## src/rtl/core/ssq_pkg.sv

```systemverilog
// ---------------------------------------------------------------------------
// ssq_pkg
// Shared types and codes for the state stack with per-level event queues.
// ---------------------------------------------------------------------------
`default_nettype none

package ssq_pkg;

  localparam int EVENT_W = 7;
  localparam int STATE_W = 6;
  localparam int OP_W    = 3;
  localparam int DEPTH_W = 4;
  localparam int LEVEL_W = 4;
  localparam int STAT_W  = 3;

  // operation codes
  localparam logic [OP_W-1:0] OP_POST    = 3'd0;
  localparam logic [OP_W-1:0] OP_GET     = 3'd1;
  localparam logic [OP_W-1:0] OP_SET     = 3'd2;
  localparam logic [OP_W-1:0] OP_PUSH    = 3'd3;
  localparam logic [OP_W-1:0] OP_POP     = 3'd4;
  localparam logic [OP_W-1:0] OP_DISCARD = 3'd5;
  localparam logic [OP_W-1:0] OP_QUERY   = 3'd6;

  // status codes
  localparam logic [STAT_W-1:0] STAT_OK       = 3'd0;
  localparam logic [STAT_W-1:0] STAT_QFULL    = 3'd1;
  localparam logic [STAT_W-1:0] STAT_OVERFLOW = 3'd2;
  localparam logic [STAT_W-1:0] STAT_BADDEPTH = 3'd3;
  localparam logic [STAT_W-1:0] STAT_MIGDROP  = 3'd4;

  typedef struct packed {
    logic [OP_W-1:0]    opcode;
    logic [EVENT_W-1:0] event_code;
    logic [STATE_W-1:0] target_state;
    logic               force_change;
    logic [DEPTH_W-1:0] query_depth;
  } cmd_t;

  typedef struct packed {
    logic [EVENT_W-1:0] event_out;
    logic               event_valid;
    logic [STATE_W-1:0] state_out;
    logic [STATE_W-1:0] previous_state;
    logic               state_changed;
    logic [LEVEL_W-1:0] stack_level;
    logic [STATE_W-1:0] pushed_state;
    logic               pushed_valid;
    logic [STAT_W-1:0]  status;
  } res_t;

endpackage

`default_nettype wire

```

## src/rtl/core/state_stack_event_queues_core.sv

```systemverilog
// ---------------------------------------------------------------------------
// state_stack_event_queues_core
// Stack of state levels, each with a ring queue of event codes.
// ---------------------------------------------------------------------------
//
//  channel | dir | carries                          | handshake
//  --------+-----+----------------------------------+---------------------
//  s_*     | in  | one operation item               | s_tvalid & s_tready
//  m_*     | out | one result item per operation    | m_tvalid & m_tready
//
//  Per item: post, set, push, unused codes and a depth-0 query are done in
//  the idle state; get on a non-empty queue reads the event RAM, and a deeper
//  query the level RAM. Discard and pop at the bottom level change nothing;
//  above it, discard reloads the top from the level RAM, while pop first moves
//  the events left in the top queue into the level below, one event per cycle.
//  Reset: rst clears the sequencer, the top level index and its state and
//  queue pointers; RAM contents are not cleared.
//  Stalls: the result register frees the sequencer; a new item is taken
//  while a finished result waits, and a second result waits on m_tready.
//
//  Storage: the top level lives in registers; lower levels sit in a small
//  level RAM (state, head, tail) and all event queues in one event RAM
//  addressed by {level, slot}.
// ---------------------------------------------------------------------------
`default_nettype none

module state_stack_event_queues_core #(
  parameter int QUEUE_DEPTH = 32,
  parameter int STACK_DEPTH = 16
) (
  input  wire logic        clk,
  input  wire logic        rst,
  // s_tuser: opcode[2:0]
  input  wire logic [2:0]  s_tuser,
  // s_tdata: event_code[6:0], target_state[12:7], force_change[13],
  //          query_depth[17:14], zero fill[23:18]
  input  wire logic [23:0] s_tdata,
  input  wire logic        s_tvalid,
  output logic             s_tready,
  // m_tdata: event_out[6:0], event_valid[7], state_out[13:8],
  //          previous_state[19:14], state_changed[20], stack_level[24:21],
  //          pushed_state[30:25], pushed_valid[31], status[34:32],
  //          zero fill[39:35]
  output logic [39:0]      m_tdata,
  output logic             m_tvalid,
  input  wire logic        m_tready
);
  import ssq_pkg::*;

  cmd_t cmd;
  res_t res;
  logic res_load;
  logic out_free;

  // unpack the input item
  assign cmd.opcode       = s_tuser;
  assign cmd.event_code   = s_tdata[6:0];
  assign cmd.target_state = s_tdata[12:7];
  assign cmd.force_change = s_tdata[13];
  assign cmd.query_depth  = s_tdata[17:14];

  // output slot is free when empty or being drained this cycle
  assign out_free = !m_tvalid || m_tready;

  ssq_ctrl #(
    .QUEUE_DEPTH (QUEUE_DEPTH),
    .STACK_DEPTH (STACK_DEPTH)
  ) u_ctrl (
    .clk      (clk),
    .rst      (rst),
    .in_valid (s_tvalid),
    .in_ready (s_tready),
    .in_cmd   (cmd),
    .out_free (out_free),
    .res_load (res_load),
    .res      (res)
  );

  // result register
  always_ff @(posedge clk) begin
    if (rst) begin
      m_tvalid <= 1'b0;
    end else if (res_load) begin
      m_tvalid <= 1'b1;
    end else if (m_tready) begin
      m_tvalid <= 1'b0;
    end
  end

  always_ff @(posedge clk) begin
    if (res_load) begin
      m_tdata <= {5'd0, res.status, res.pushed_valid, res.pushed_state,
                  res.stack_level, res.state_changed, res.previous_state,
                  res.state_out, res.event_valid, res.event_out};
    end
  end

endmodule

`default_nettype wire

```

## src/rtl/core/ssq_ram.sv

```systemverilog
// ---------------------------------------------------------------------------
// ssq_ram
// Simple dual-port RAM: one write port, one read port with registered data.
// ---------------------------------------------------------------------------
`default_nettype none

module ssq_ram #(
  parameter int WIDTH  = 8,
  parameter int ADDR_W = 4
) (
  input  wire logic              clk,
  input  wire logic              we,
  input  wire logic [ADDR_W-1:0] waddr,
  input  wire logic [WIDTH-1:0]  wdata,
  input  wire logic [ADDR_W-1:0] raddr,
  output logic      [WIDTH-1:0]  rdata
);

  logic [WIDTH-1:0] mem [2**ADDR_W];

  always_ff @(posedge clk) begin
    if (we) begin
      mem[waddr] <= wdata;
    end
  end

  always_ff @(posedge clk) begin
    rdata <= mem[raddr];
  end

endmodule

`default_nettype wire

```

## src/rtl/core/ssq_ctrl.sv

```systemverilog
// ---------------------------------------------------------------------------
// ssq_ctrl
// Sequencer: keeps the top level in registers, lower levels and all event
// queues in RAM, and steps one memory access per cycle.
// ---------------------------------------------------------------------------
`default_nettype none

module ssq_ctrl #(
  parameter int QUEUE_DEPTH = 32,
  parameter int STACK_DEPTH = 16
) (
  input  wire logic          clk,
  input  wire logic          rst,
  input  wire logic          in_valid,
  output logic               in_ready,
  input  wire ssq_pkg::cmd_t in_cmd,
  input  wire logic          out_free,
  output logic               res_load,
  output ssq_pkg::res_t      res
);
  import ssq_pkg::*;

  localparam int QW  = (QUEUE_DEPTH > 1) ? $clog2(QUEUE_DEPTH) : 1;
  localparam int SW  = (STACK_DEPTH > 1) ? $clog2(STACK_DEPTH) : 1;
  localparam int DW  = (SW > DEPTH_W) ? SW : DEPTH_W;
  localparam int LW  = STATE_W + 2 * QW;
  localparam int EAW = SW + QW;
  localparam logic [SW-1:0] TOP_MAX = SW'(STACK_DEPTH - 1);

  localparam logic [2:0] S_IDLE  = 3'd0;
  localparam logic [2:0] S_GETRD = 3'd1;
  localparam logic [2:0] S_LVRD  = 3'd2;
  localparam logic [2:0] S_MIG   = 3'd3;
  localparam logic [2:0] S_FIN   = 3'd4;
  localparam logic [2:0] S_BELOW = 3'd5;
  localparam logic [2:0] S_QRD   = 3'd6;
  localparam logic [2:0] S_OUT   = 3'd7;

  function automatic logic [QW-1:0] qnext(input logic [QW-1:0] i);
    logic [QW:0] inc;
    inc = {1'b0, i} + (QW+1)'(1);
    return (inc >= (QW+1)'(QUEUE_DEPTH)) ? '0 : inc[QW-1:0];
  endfunction

  logic [2:0]         state;
  logic [SW-1:0]      top;
  logic [STATE_W-1:0] top_state;
  logic [QW-1:0]      top_head;
  logic [QW-1:0]      top_tail;
  logic [STATE_W-1:0] below_state;
  logic [STATE_W-1:0] low_state;
  logic [QW-1:0]      low_head;
  logic [QW-1:0]      low_tail;
  logic               rd_pend;
  logic               is_pop;
  logic               is_qry;
  logic [STATE_W-1:0] qry_val;
  logic [STATE_W-1:0] prev;
  logic [EVENT_W-1:0] ev_out;
  logic               ev_valid;
  logic               changed;
  logic [STAT_W-1:0]  status;

  logic               ev_we;
  logic [EAW-1:0]     ev_waddr;
  logic [EVENT_W-1:0] ev_wdata;
  logic [EAW-1:0]     ev_raddr;
  logic [EVENT_W-1:0] ev_rdata;
  logic               lv_we;
  logic [SW-1:0]      lv_waddr;
  logic [LW-1:0]      lv_wdata;
  logic [SW-1:0]      lv_raddr;
  logic [LW-1:0]      lv_rdata;

  logic               in_fire;
  logic               top_empty;
  logic               top_full;
  logic               low_full;
  logic [SW-1:0]      top_m1;
  logic [DW-1:0]      top_ext;
  logic [DW-1:0]      depth_ext;
  logic               depth_bad;
  logic [SW-1:0]      qry_addr;
  logic               push_ok;
  logic [STATE_W-1:0] lv_rd_state;
  logic [QW-1:0]      lv_rd_head;
  logic [QW-1:0]      lv_rd_tail;

  assign in_ready  = (state == S_IDLE);
  assign in_fire   = in_valid && in_ready;
  assign top_empty = (top_head == top_tail);
  assign top_full  = (qnext(top_tail) == top_head);
  assign low_full  = (qnext(low_tail) == low_head);
  assign top_m1    = top - SW'(1);
  assign top_ext   = DW'(top);
  assign depth_ext = DW'(in_cmd.query_depth);
  assign depth_bad = (depth_ext > top_ext);
  assign qry_addr  = SW'(top_ext - depth_ext);
  assign push_ok   = (in_cmd.target_state != top_state) && (top != TOP_MAX);
  assign {lv_rd_state, lv_rd_head, lv_rd_tail} = lv_rdata;

  // memory port steering
  always_comb begin
    ev_we    = 1'b0;
    ev_waddr = {top, top_tail};
    ev_wdata = in_cmd.event_code;
    ev_raddr = {top, top_head};
    lv_we    = 1'b0;
    lv_waddr = top;
    lv_wdata = {top_state, top_head, top_tail};
    lv_raddr = top_m1;
    unique case (state)
      S_IDLE: begin
        if (in_fire) begin
          unique case (in_cmd.opcode)
            OP_POST:  ev_we = !top_full;
            OP_PUSH:  lv_we = push_ok;
            OP_QUERY: lv_raddr = qry_addr;
            default: ;
          endcase
        end
      end
      S_MIG: begin
        if (rd_pend && !low_full) begin
          ev_we    = 1'b1;
          ev_waddr = {top_m1, low_tail};
          ev_wdata = ev_rdata;
        end
      end
      default: ;
    endcase
  end

  ssq_ram #(.WIDTH(EVENT_W), .ADDR_W(EAW)) u_ev_ram (
    .clk   (clk),
    .we    (ev_we),
    .waddr (ev_waddr),
    .wdata (ev_wdata),
    .raddr (ev_raddr),
    .rdata (ev_rdata)
  );

  ssq_ram #(.WIDTH(LW), .ADDR_W(SW)) u_lv_ram (
    .clk   (clk),
    .we    (lv_we),
    .waddr (lv_waddr),
    .wdata (lv_wdata),
    .raddr (lv_raddr),
    .rdata (lv_rdata)
  );

  // sequencer and top-level registers
  always_ff @(posedge clk) begin
    if (rst) begin
      state     <= S_IDLE;
      top       <= '0;
      top_state <= '0;
      top_head  <= '0;
      top_tail  <= '0;
    end else begin
      unique case (state)
        S_IDLE: begin
          if (in_fire) begin
            state <= S_OUT;
            unique case (in_cmd.opcode)
              OP_POST: begin
                if (!top_full) top_tail <= qnext(top_tail);
              end
              OP_GET: begin
                if (!top_empty) begin
                  top_head <= qnext(top_head);
                  state    <= S_GETRD;
                end
              end
              OP_SET: begin
                if (in_cmd.target_state != top_state || in_cmd.force_change) begin
                  top_head  <= top_tail;
                  top_state <= in_cmd.target_state;
                end
              end
              OP_PUSH: begin
                if (push_ok) begin
                  top       <= top + SW'(1);
                  top_state <= in_cmd.target_state;
                  top_head  <= '0;
                  top_tail  <= '0;
                end
              end
              OP_POP, OP_DISCARD: begin
                if (top != '0) state <= S_LVRD;
              end
              OP_QUERY: begin
                if (in_cmd.query_depth != '0 && !depth_bad) state <= S_QRD;
              end
              default: ;
            endcase
          end
        end
        S_GETRD: state <= S_OUT;
        S_QRD:   state <= S_OUT;
        S_LVRD: begin
          if (is_pop) begin
            state <= S_MIG;
          end else begin
            top       <= top_m1;
            top_state <= lv_rd_state;
            top_head  <= lv_rd_head;
            top_tail  <= lv_rd_tail;
            state     <= S_FIN;
          end
        end
        S_MIG: begin
          if (!top_empty) begin
            top_head <= qnext(top_head);
          end else if (!rd_pend) begin
            // queue drained: lower level becomes the top
            top       <= top_m1;
            top_state <= low_state;
            top_head  <= low_head;
            top_tail  <= low_tail;
            state     <= S_FIN;
          end
        end
        S_FIN:   state <= (top != '0) ? S_BELOW : S_OUT;
        S_BELOW: state <= S_OUT;
        S_OUT: begin
          if (out_free) state <= S_IDLE;
        end
        default: state <= S_IDLE;
      endcase
    end
  end

  // per-item working and result registers
  always_ff @(posedge clk) begin
    unique case (state)
      S_IDLE: begin
        if (in_fire) begin
          prev     <= top_state;
          ev_out   <= '0;
          ev_valid <= 1'b0;
          changed  <= 1'b0;
          status   <= STAT_OK;
          is_qry   <= 1'b0;
          qry_val  <= '0;
          rd_pend  <= 1'b0;
          is_pop   <= (in_cmd.opcode == OP_POP);
          unique case (in_cmd.opcode)
            OP_POST: begin
              if (top_full) status <= STAT_QFULL;
            end
            OP_SET: begin
              if (in_cmd.target_state != top_state || in_cmd.force_change) changed <= 1'b1;
            end
            OP_PUSH: begin
              if (in_cmd.target_state != top_state) begin
                if (top == TOP_MAX) begin
                  status <= STAT_OVERFLOW;
                end else begin
                  changed     <= 1'b1;
                  below_state <= top_state;
                end
              end
            end
            OP_QUERY: begin
              is_qry <= 1'b1;
              if (in_cmd.query_depth == '0) begin
                qry_val <= top_state;
              end else if (depth_bad) begin
                status <= STAT_BADDEPTH;
              end
            end
            default: ;
          endcase
        end
      end
      S_GETRD: begin
        ev_out   <= ev_rdata;
        ev_valid <= 1'b1;
      end
      S_QRD: qry_val <= lv_rd_state;
      S_LVRD: begin
        low_state <= lv_rd_state;
        low_head  <= lv_rd_head;
        low_tail  <= lv_rd_tail;
      end
      S_MIG: begin
        if (rd_pend) begin
          if (low_full) status <= STAT_MIGDROP;
          else          low_tail <= qnext(low_tail);
        end
        rd_pend <= !top_empty;
        if (top_empty && !rd_pend) changed <= 1'b1;
      end
      S_BELOW: below_state <= lv_rd_state;
      default: ;
    endcase
  end

  assign res_load = (state == S_OUT) && out_free;

  always_comb begin
    res.event_out      = ev_out;
    res.event_valid    = ev_valid;
    res.state_out      = is_qry ? qry_val : top_state;
    res.previous_state = prev;
    res.state_changed  = changed;
    res.stack_level    = LEVEL_W'(top);
    res.pushed_state   = (top != '0) ? below_state : '0;
    res.pushed_valid   = (top != '0);
    res.status         = status;
  end

endmodule

`default_nettype wire
```

## config.mk

```make
export PLATFORM = sky130hd
export DESIGN_NAME = state_stack_event_queues_core
export DESIGN_NICKNAME = d
export VERILOG_FILES = /design/src/rtl/core/ssq_pkg.sv /design/src/rtl/core/state_stack_event_queues_core.sv /design/src/rtl/core/ssq_ram.sv /design/src/rtl/core/ssq_ctrl.sv
export SDC_FILE = /design/constraint.sdc
export NUM_CORES = 2
export LEC_CHECK = 0
export ABC_CLOCK_PERIOD_IN_PS = 16500
export BUFFER_PORTS_ARGS = -buffer_cell sky130_fd_sc_hd__buf_2
export CORE_AREA = 2 2 567 569
export CTS_CLUSTER_SIZE = 30
export DETAILED_ROUTE_END_ITERATION = 8
export DIE_AREA = 0 0 569 571
export PLACE_DENSITY_LB_ADDON = 0.1
export SYNTH_ARGS = -nofsm -noshare
export SYNTH_HDL_FRONTEND = slang
export SYNTH_SLANG_ARGS = --single-unit
```

## constraint.sdc

```tcl
create_clock -name clk -period 16.5 [get_ports clk]
set_input_delay 2.475 -clock clk [delete_from_list [all_inputs] [get_ports clk]]
set_output_delay 2.475 -clock clk [all_outputs]
set_load 0.03 [all_outputs]
```

# [After elaboration in Yosys (flattened, before gate mapping)]
# Memory sizes are Yosys's and may differ from the RTL's. A register that Yosys moved wholly into a read port is not among the register bits.
# Index checks and enable logic that the tools add are counted.
# W data, S select, Z words.
[totals] register_bits=108 ram_bits=3840 inputBits=31 output_inout_bits=42 word_cells=215 memories=2
[op_classes] addsub=6 order_cmp=4 n_eq_ne=40 mux=101 n_reduce_logical=41
[mem_list] memory="u_ctrl.u_ev_ram.mem" words=512 width=7 rd=1 rd_clocked_by_memory_dff=1 write_ports=1 line="ssq_ram.sv:19" text="logic [WIDTH-1:0] mem [2**ADDR_W];"
[mem_list] memory="u_ctrl.u_lv_ram.mem" words=16 width=16 rd=1 rd_clocked_by_memory_dff=1 write_ports=1 line="ssq_ram.sv:19"
[op_table] op="$mux W5" n=17
[op_table] op="$mux W6" n=14
[op_table] op="$pmux W5 S3" n=3
[op_table] op="$mux W3" n=12
[op_table] op="$mux W4" n=9
[op_table] op="$pmux W6 S2" n=3
[op_table] op="$reduce_and A8 Y1" n=3
[op_table] op="$eq A3 B3 Y1 const B" n=7
[op_table] op="$mux W1" n=21
[op_table] op="$mux W7" n=3
[op_table] op="$ne A3 B3 Y1 const B" n=7
[op_table] op="$pmux W5 S2" n=2
[op_table] op="$add A5 B1 Y6 const B" n=3
[op_table] op="$ge A6 B6 Y1 const B" n=3
[op_table] op="$mux W9" n=2
[op_table] op="$pmux W3 S3" n=2
[op_table] op="$pmux W3 S6" n=1
[op_table] op="$pmux W6 S3" n=1
[op_table] op="$ne A2 B2 Y1 const B" n=8
[op_table] op="$eq A5 B5 Y1" n=3
[op_table] op="$pmux W7 S2" n=1
[op_table] op="$eq A3 B2 Y1 const B" n=4
[op_table] op="$pmux W4 S3" n=1
[op_table] op="$reduce_bool A2 Y1" n=6
[op_table] op="other kinds (26)" n=56

# [Depth between registers and ports, before layout]
[depth] ltp_word=10 depth_mapped=14 depth_no_buf=10

# [Cells and area by module]
# A second synthesis with hierarchy kept.
[unflattened] cells_unflattened=8133 area_unflattened_um2=157305.9
[modules_own_cells] module="ssq_ram at u_ctrl.u_ev_ram" n_inst=1 cells_per_inst=7154 area_per_inst_um2=141324.3 seq_area_each_um2=107763.4
[modules_own_cells] module="ssq_ram at u_ctrl.u_lv_ram" n_inst=1 cells_per_inst=432 area_per_inst_um2=10043.4 seq_area_each_um2=8007.7
[modules_own_cells] module="ssq_ctrl" n_inst=1 cells_per_inst=502 area_per_inst_um2=4799.6 seq_area_each_um2=1931.9
[modules_own_cells] module="state_stack_event_queues_core" n_inst=1 cells_per_inst=45 area_per_inst_um2=1138.6 seq_area_each_um2=1071.0

# [Worst setup path before layout]
# Ideal clock, no wire load.
[synth_timing] path_type="input to register" startpoint="input s_tdata[0]" endpoint="memory u_ctrl.u_ev_ram.mem[0][0] (netlist bit), data pin" setup_ps=1449 arrival_ps=8452 t_required_ps=15051 slack_ps=6598 path_stages=2 path_cell_list="nand2_1 nand2_1"
[synth_via] elab_chain_len=2
[synth_rtl] item="from (decl)" line="state_stack_event_queues_core.sv:37" text="input wire logic [23:0] s_tdata,"
[synth_rtl] item="$mux W7" line="ssq_ctrl.sv:124" text="if (rd_pend && !low_full) begin"
[synth_rtl] item="$mux W7 *" line="ssq_ctrl.sv:112" text="unique case (state)"
[synth_rtl] item="net u_ctrl.ev_wdata[0]" line="ssq_ctrl.sv:66" text="logic [EVENT_W-1:0] ev_wdata;"
[synth_rtl] item="to (decl)" line="ssq_ram.sv:19"
# Mark *: on every way through the listed nets, which the timed path passes. The rest lies on a longest branch.

# [Worst setup path after layout]
[layout_timing] startpoint="register u_ctrl.low_tail[0]" endpoint="memory u_ctrl.u_ev_ram.mem[476][4] (netlist bit), data pin"
[layout_via] elab_chain_len=8
[layout_rtl] item="from (decl)" line="ssq_ctrl.sv:53" text="logic [QW-1:0] low_tail;"
[layout_rtl] item="from (signal assigned)" line="ssq_ctrl.sv:285" text="low_tail <= lv_rd_tail;"
[layout_rtl] item="from (signal assigned)" line="ssq_ctrl.sv:290" text="else low_tail <= qnext(low_tail);"
[layout_rtl] item="$add A5 B1 Y6 *" line="ssq_ctrl.sv:41" text="inc = {1'b0, i} + (QW+1)'(1);"
[layout_rtl] item="$ge A6 B6 Y1" line="ssq_ctrl.sv:42" text="return (inc >= (QW+1)'(QUEUE_DEPTH)) ? '0 : inc[QW-1:0];"
[layout_rtl] item="$mux W5 *" line="ssq_ctrl.sv:42"
[layout_rtl] item="$eq A5 B5 Y1 *" line="ssq_ctrl.sv:93" text="assign low_full = (qnext(low_tail) == low_head);"
[layout_rtl] item="$logic_not A1 Y1 *" line="ssq_ctrl.sv:124"
[layout_rtl] item="$logic_and A1 B1 Y1 *" line="ssq_ctrl.sv:124"
[layout_rtl] item="$mux W7 *" line="ssq_ctrl.sv:124"
[layout_rtl] item="$mux W7 *" line="ssq_ctrl.sv:112"
[layout_rtl] item="net u_ctrl.ev_wdata[4]" line="ssq_ctrl.sv:66"
# Marks and branches as above.

==> metrics <==
result of the run=finished, final reports clean; peak clock frequency supported by timing=roughly 150 MHz; routed len/inst=36.7 um; vias in the first global route=between 80,000 and 90,000; CP Class=register to register; required time of the worst setup path=roughly 17 ns; layout-stage area growth over the synthesis result=12.1%; max-slew violation total from the final report=0; CTS sink cnt=~4,000; CTS tree=built; largest stage delay on the critical path=just over 0.9 ns; Synth Area per Inst=roughly 20 um2; number of instances in the synthesized netlist=approximately 8,000; Clock Latency Late Sink=between 0.9 and 1 ns; adder-cell area share of the yosys netlist=less than 1%; post-synth top area cell=edfxtp_1; number of hold buffers added after CTS=0; Rel. slew slack=around 6.7%; Seq/Total Area, Yosys=74.7%; combinational group share of total power=25.6%; cts bufs inserted=408; Min-Delay Path Class=register to register; number of remaining DRC errors=0; fraction of final layout cells sized beyond drive strength 1=around a quarter; Max Cap Viol=0; CP most frequent cell=buf_4; # resized after CTS=0; Critical Path Start Type=register; Final TNS setup=0 ns; Core Box Area=about 320,000 um2; ranking of synthesized cells by area=edfxtp_1 (74%), mux4_2 (11%), mux2i_1 (4.1%), a211oi_1 (1.4%), a211oi_2 (0.98%); number of antenna violations at the first check in global routing=26; sw power=8.84 mW; global-route wire length before repair=651,000 um; cell with the largest stage delay on the worst path=buf_4; total track usage=between 20% and 30%; I/O Buffers=61; Clk pin slew, worst setup/hold paths=about 0.06 ns; proportion of register bits with asynchronous set or reset after synthesis=0%; proportion of power drawn by flip-flops and latches=42.0%; number of DRC markers after the initial detailed-route iteration=10,973; most common cell after layout, fill and taps aside=edfxtp_1; I/O pins=73; leakage power=about 55 nW; most frequent cells in the layout=edfxtp_1 (3,924), mux4_2 (758), mux2i_1 (642); Final setup viols=0; cell area after technology mapping=159,000 um2; Yosys cell types=between 90 and 100; Row Count=around 210; sum of routed wire length over all layers=468,000 um; via count=84,548; count of TritonRoute iterations in the first routing pass=6; pin count of the biggest net entering global routing=between 200 and 250; maximum vdd ir drop=~0.00022 V; Max FO, Critical Path=about 170; die boundary width=569 um; simple logic cell fraction of the synthesized area=approximately 2.1%; Die Y=about 570 um; yosys synthesis warning count=0; Die Footprint=~320,000 um2; area of all placed cells without fillers=178,000 um2; cell chosen for the clock root=clkbuf_16; predominant post-synthesis flop cell=edfxtp_1; Filler Cells Inserted=24,000; routed via count divided by cell count=~6.6; Synth top area share=74.1%; Arrival @ worst endpoint=between 7 and 8 ns; proportion of synthesized area in mux cells=between 10% and 20%; chain of cells forming the critical path=ha_1 -> a21oi_1 -> o21a_1 -> or3_4 -> a211oi_4 -> buf_4 -> nand2b_1 -> nand2_1 -> nand2_4 -> buf_12 -> buf_4 -> buf_4; fin crit share=39.4%; core occupancy in the finished layout=between 50% and 60%; Seq cells post-synth=just under 4,000; clk buf depth=4; HPWL after DPL=around 270,000 um; setup repair after global routing missed its margin=no; share of the synthesized area in compound gates (AO/OA/AOI/OAI)=under 10%; endpoint kind of the worst setup timing path=register; number of synthesized flops with an enable pin=3,924; internal cell power=between 15 and 20 mW; dominant combinational cell family by area after synthesis=multiplexers; Max Clock Skew=0.0437 ns; Worst-Margin Slew=~1.4 ns; Post-CTS Setup Repair Bufs=0; Routability Congestion=between 0.8 and 0.9; sum of overflow across all layers after global routing=0; clock share of power=about a third; parity-gate share of the synthesized area counting xor and xnor cells=less than 1%; power per cell area=about 160 nW/um2; Final nets=8,249; total cell area at the placement stage=165,000 um2; post-layout min period=~6.5 ns; effective utilization at floorplan=between 40% and 50%; final number of hold-violating endpoints=0; number of nets with antenna violations after routing=0; H-tree depth reported by CTS=5; switching fraction of total power=31.3%
==> worst max-delay path: cells and delay by family, from the launching register on <==
kind / cells / cell delay [ns]
flip-flops: 1 / 0.68
adder cells (fa/ha/maj): 1 / 0.33
buffers and inverters: 4 / 2.58
AND/OR/NAND/NOR: 4 / 1.43
AO/OA/AOI/OAI: 3 / 0.52
==> through the flow <==
stage | instances | worst slack [ns] | power (mW) | hold slack (ns)
3_3_place_gp | 11988 | 9.51 | 19.2 | 0.407
2_1_floorplan | 7981 | 6.60 | 16.8 | 0.400
6_report | 12745 | 9.99 | 28.3 | 0.419
3_5_place_dp | 11989 | 9.43 | 19.3 | 0.405
5_1_grt | 12736 | 9.70 | 29.1 | 0.430
4_1_cts | 12727 | 10.07 | 28.4 | 0.419
==> final cells by class <==
| class | instances | area, um2 | share of cell area (%) |
|---|---|---|---|
| Sequential cell | 3971 | 119000 | 66.7 |
| Multi-Input combinational cell | 3365 | 37600 | 21.1 |
| Clock buffer | 502 | 10900 | 6.10 |
| Tap cell | 4200 | 5260 | 2.95 |
| Timing Repair Buffer | 434 | 3350 | 1.88 |
| Clock inverter | 236 | 2240 | 1.26 |
| Inverter | 25 | 106 | 0.0597 |
| Antenna cell | 12 | 30.0 | 0.0169 |
==> final timing paths <==
kind,startpoint,end,slack (ns),cells after the start
setup / recovery,u_ctrl.low_tail[0],u_ctrl.u_ev_ram.mem[476][4],9.99,12
hold / removal,u_ctrl.prev[4],m_tdata[18],0.42,0
setup reg to reg,u_ctrl.low_tail[0],u_ctrl.u_ev_ram.mem[476][4],9.99,12
hold reg to reg,u_ctrl.prev[4],m_tdata[18],0.42,0
==> Yosys cell counts, drive strengths merged (6+ instances only) <==
| cell | number |
|---|---|
| edfxtp | 3924 |
| mux4 | 758 |
| mux2i | 646 |
| a211oi | 431 |
| buf | 425 |
| clkbuf | 195 |
| nand2 | 176 |
| nor3 | 164 |
| a21oi | 148 |
| nor2 | 134 |
| a22oi | 131 |
| o21ai | 108 |
| o22ai | 70 |
| o221ai | 59 |
| nand3 | 56 |
| a221oi | 51 |
| dfxtp | 47 |
| a31oi | 32 |
| mux2 | 32 |
| o211ai | 30 |
| and2 | 26 |
| nand2b | 24 |
| a22o | 22 |
| a32oi | 22 |
| inv | 22 |
| nor2b | 20 |
| nor4 | 17 |
| xor2 | 16 |
| a2111oi | 13 |
| ha | 12 |
| or2 | 12 |
| xnor2 | 10 |
| nand4 | 8 |
| o2111ai | 8 |
| or3 | 8 |
| and3 | 7 |
| o32ai | 7 |
| nand3b | 6 |
| nor4b | 6 |
| o31ai | 6 |
==> registers in the layout, indices dropped and copies added, names as in the netlist, 4 cells and up <==
name and count:
m_tdata 35, u_ctrl.below_state 6, u_ctrl.ev_out 7, u_ctrl.low_head 5, u_ctrl.low_state 6, u_ctrl.low_tail 5, u_ctrl.lv_waddr 4, u_ctrl.prev 6
u_ctrl.qry_val 6, u_ctrl.top_head 5, u_ctrl.top_state 6, u_ctrl.top_tail 5, u_ctrl.u_ev_ram.mem 3584, u_ctrl.u_ev_ram.rdata 7, u_ctrl.u_lv_ram.mem 256, u_ctrl.u_lv_ram.rdata 16
==> power groups by stage <==
stage / Combinational, mW / Clock [mW] / Sequential [mW]
finish: 7.23 / 9.16 / 11.9
global route: 7.52 / 9.64 / 11.9
CTS: 7.22 / 9.27 / 11.9
detailed placement: 7.19 / 0 / 12.1
global placement: 7.15 / 0 / 12.1
floorplan: 4.60 / 0 / 12.2
==> metal layers <==
| metal | track usage [%] | vias to the layer above | part of all wire, % |
|---|---|---|---|
| met5 | 0 | - | 0.0098 |
| li1 | - | 33970 | - |
| met3 | 5.55 | 776 | 9.8 |
| met1 | 41.3 | 45488 | 40 |
| met4 | 9.10 | 8 | 3.5 |
| met2 | 44.0 | 4306 | 46 |
==> logic make-up (layout without fill, tap and decap cells) <==
family          Yosys count  after routing
simple gates            682            682
fa+ha+maj                13             13
mux                    1436           1436
buf+inv                 645           1197
xor+xnor                 27             27
compound gates         1186           1186
flops                  3971           3971
other cells               1             33
Note: power is estimated with default switching activity, not from simulation.
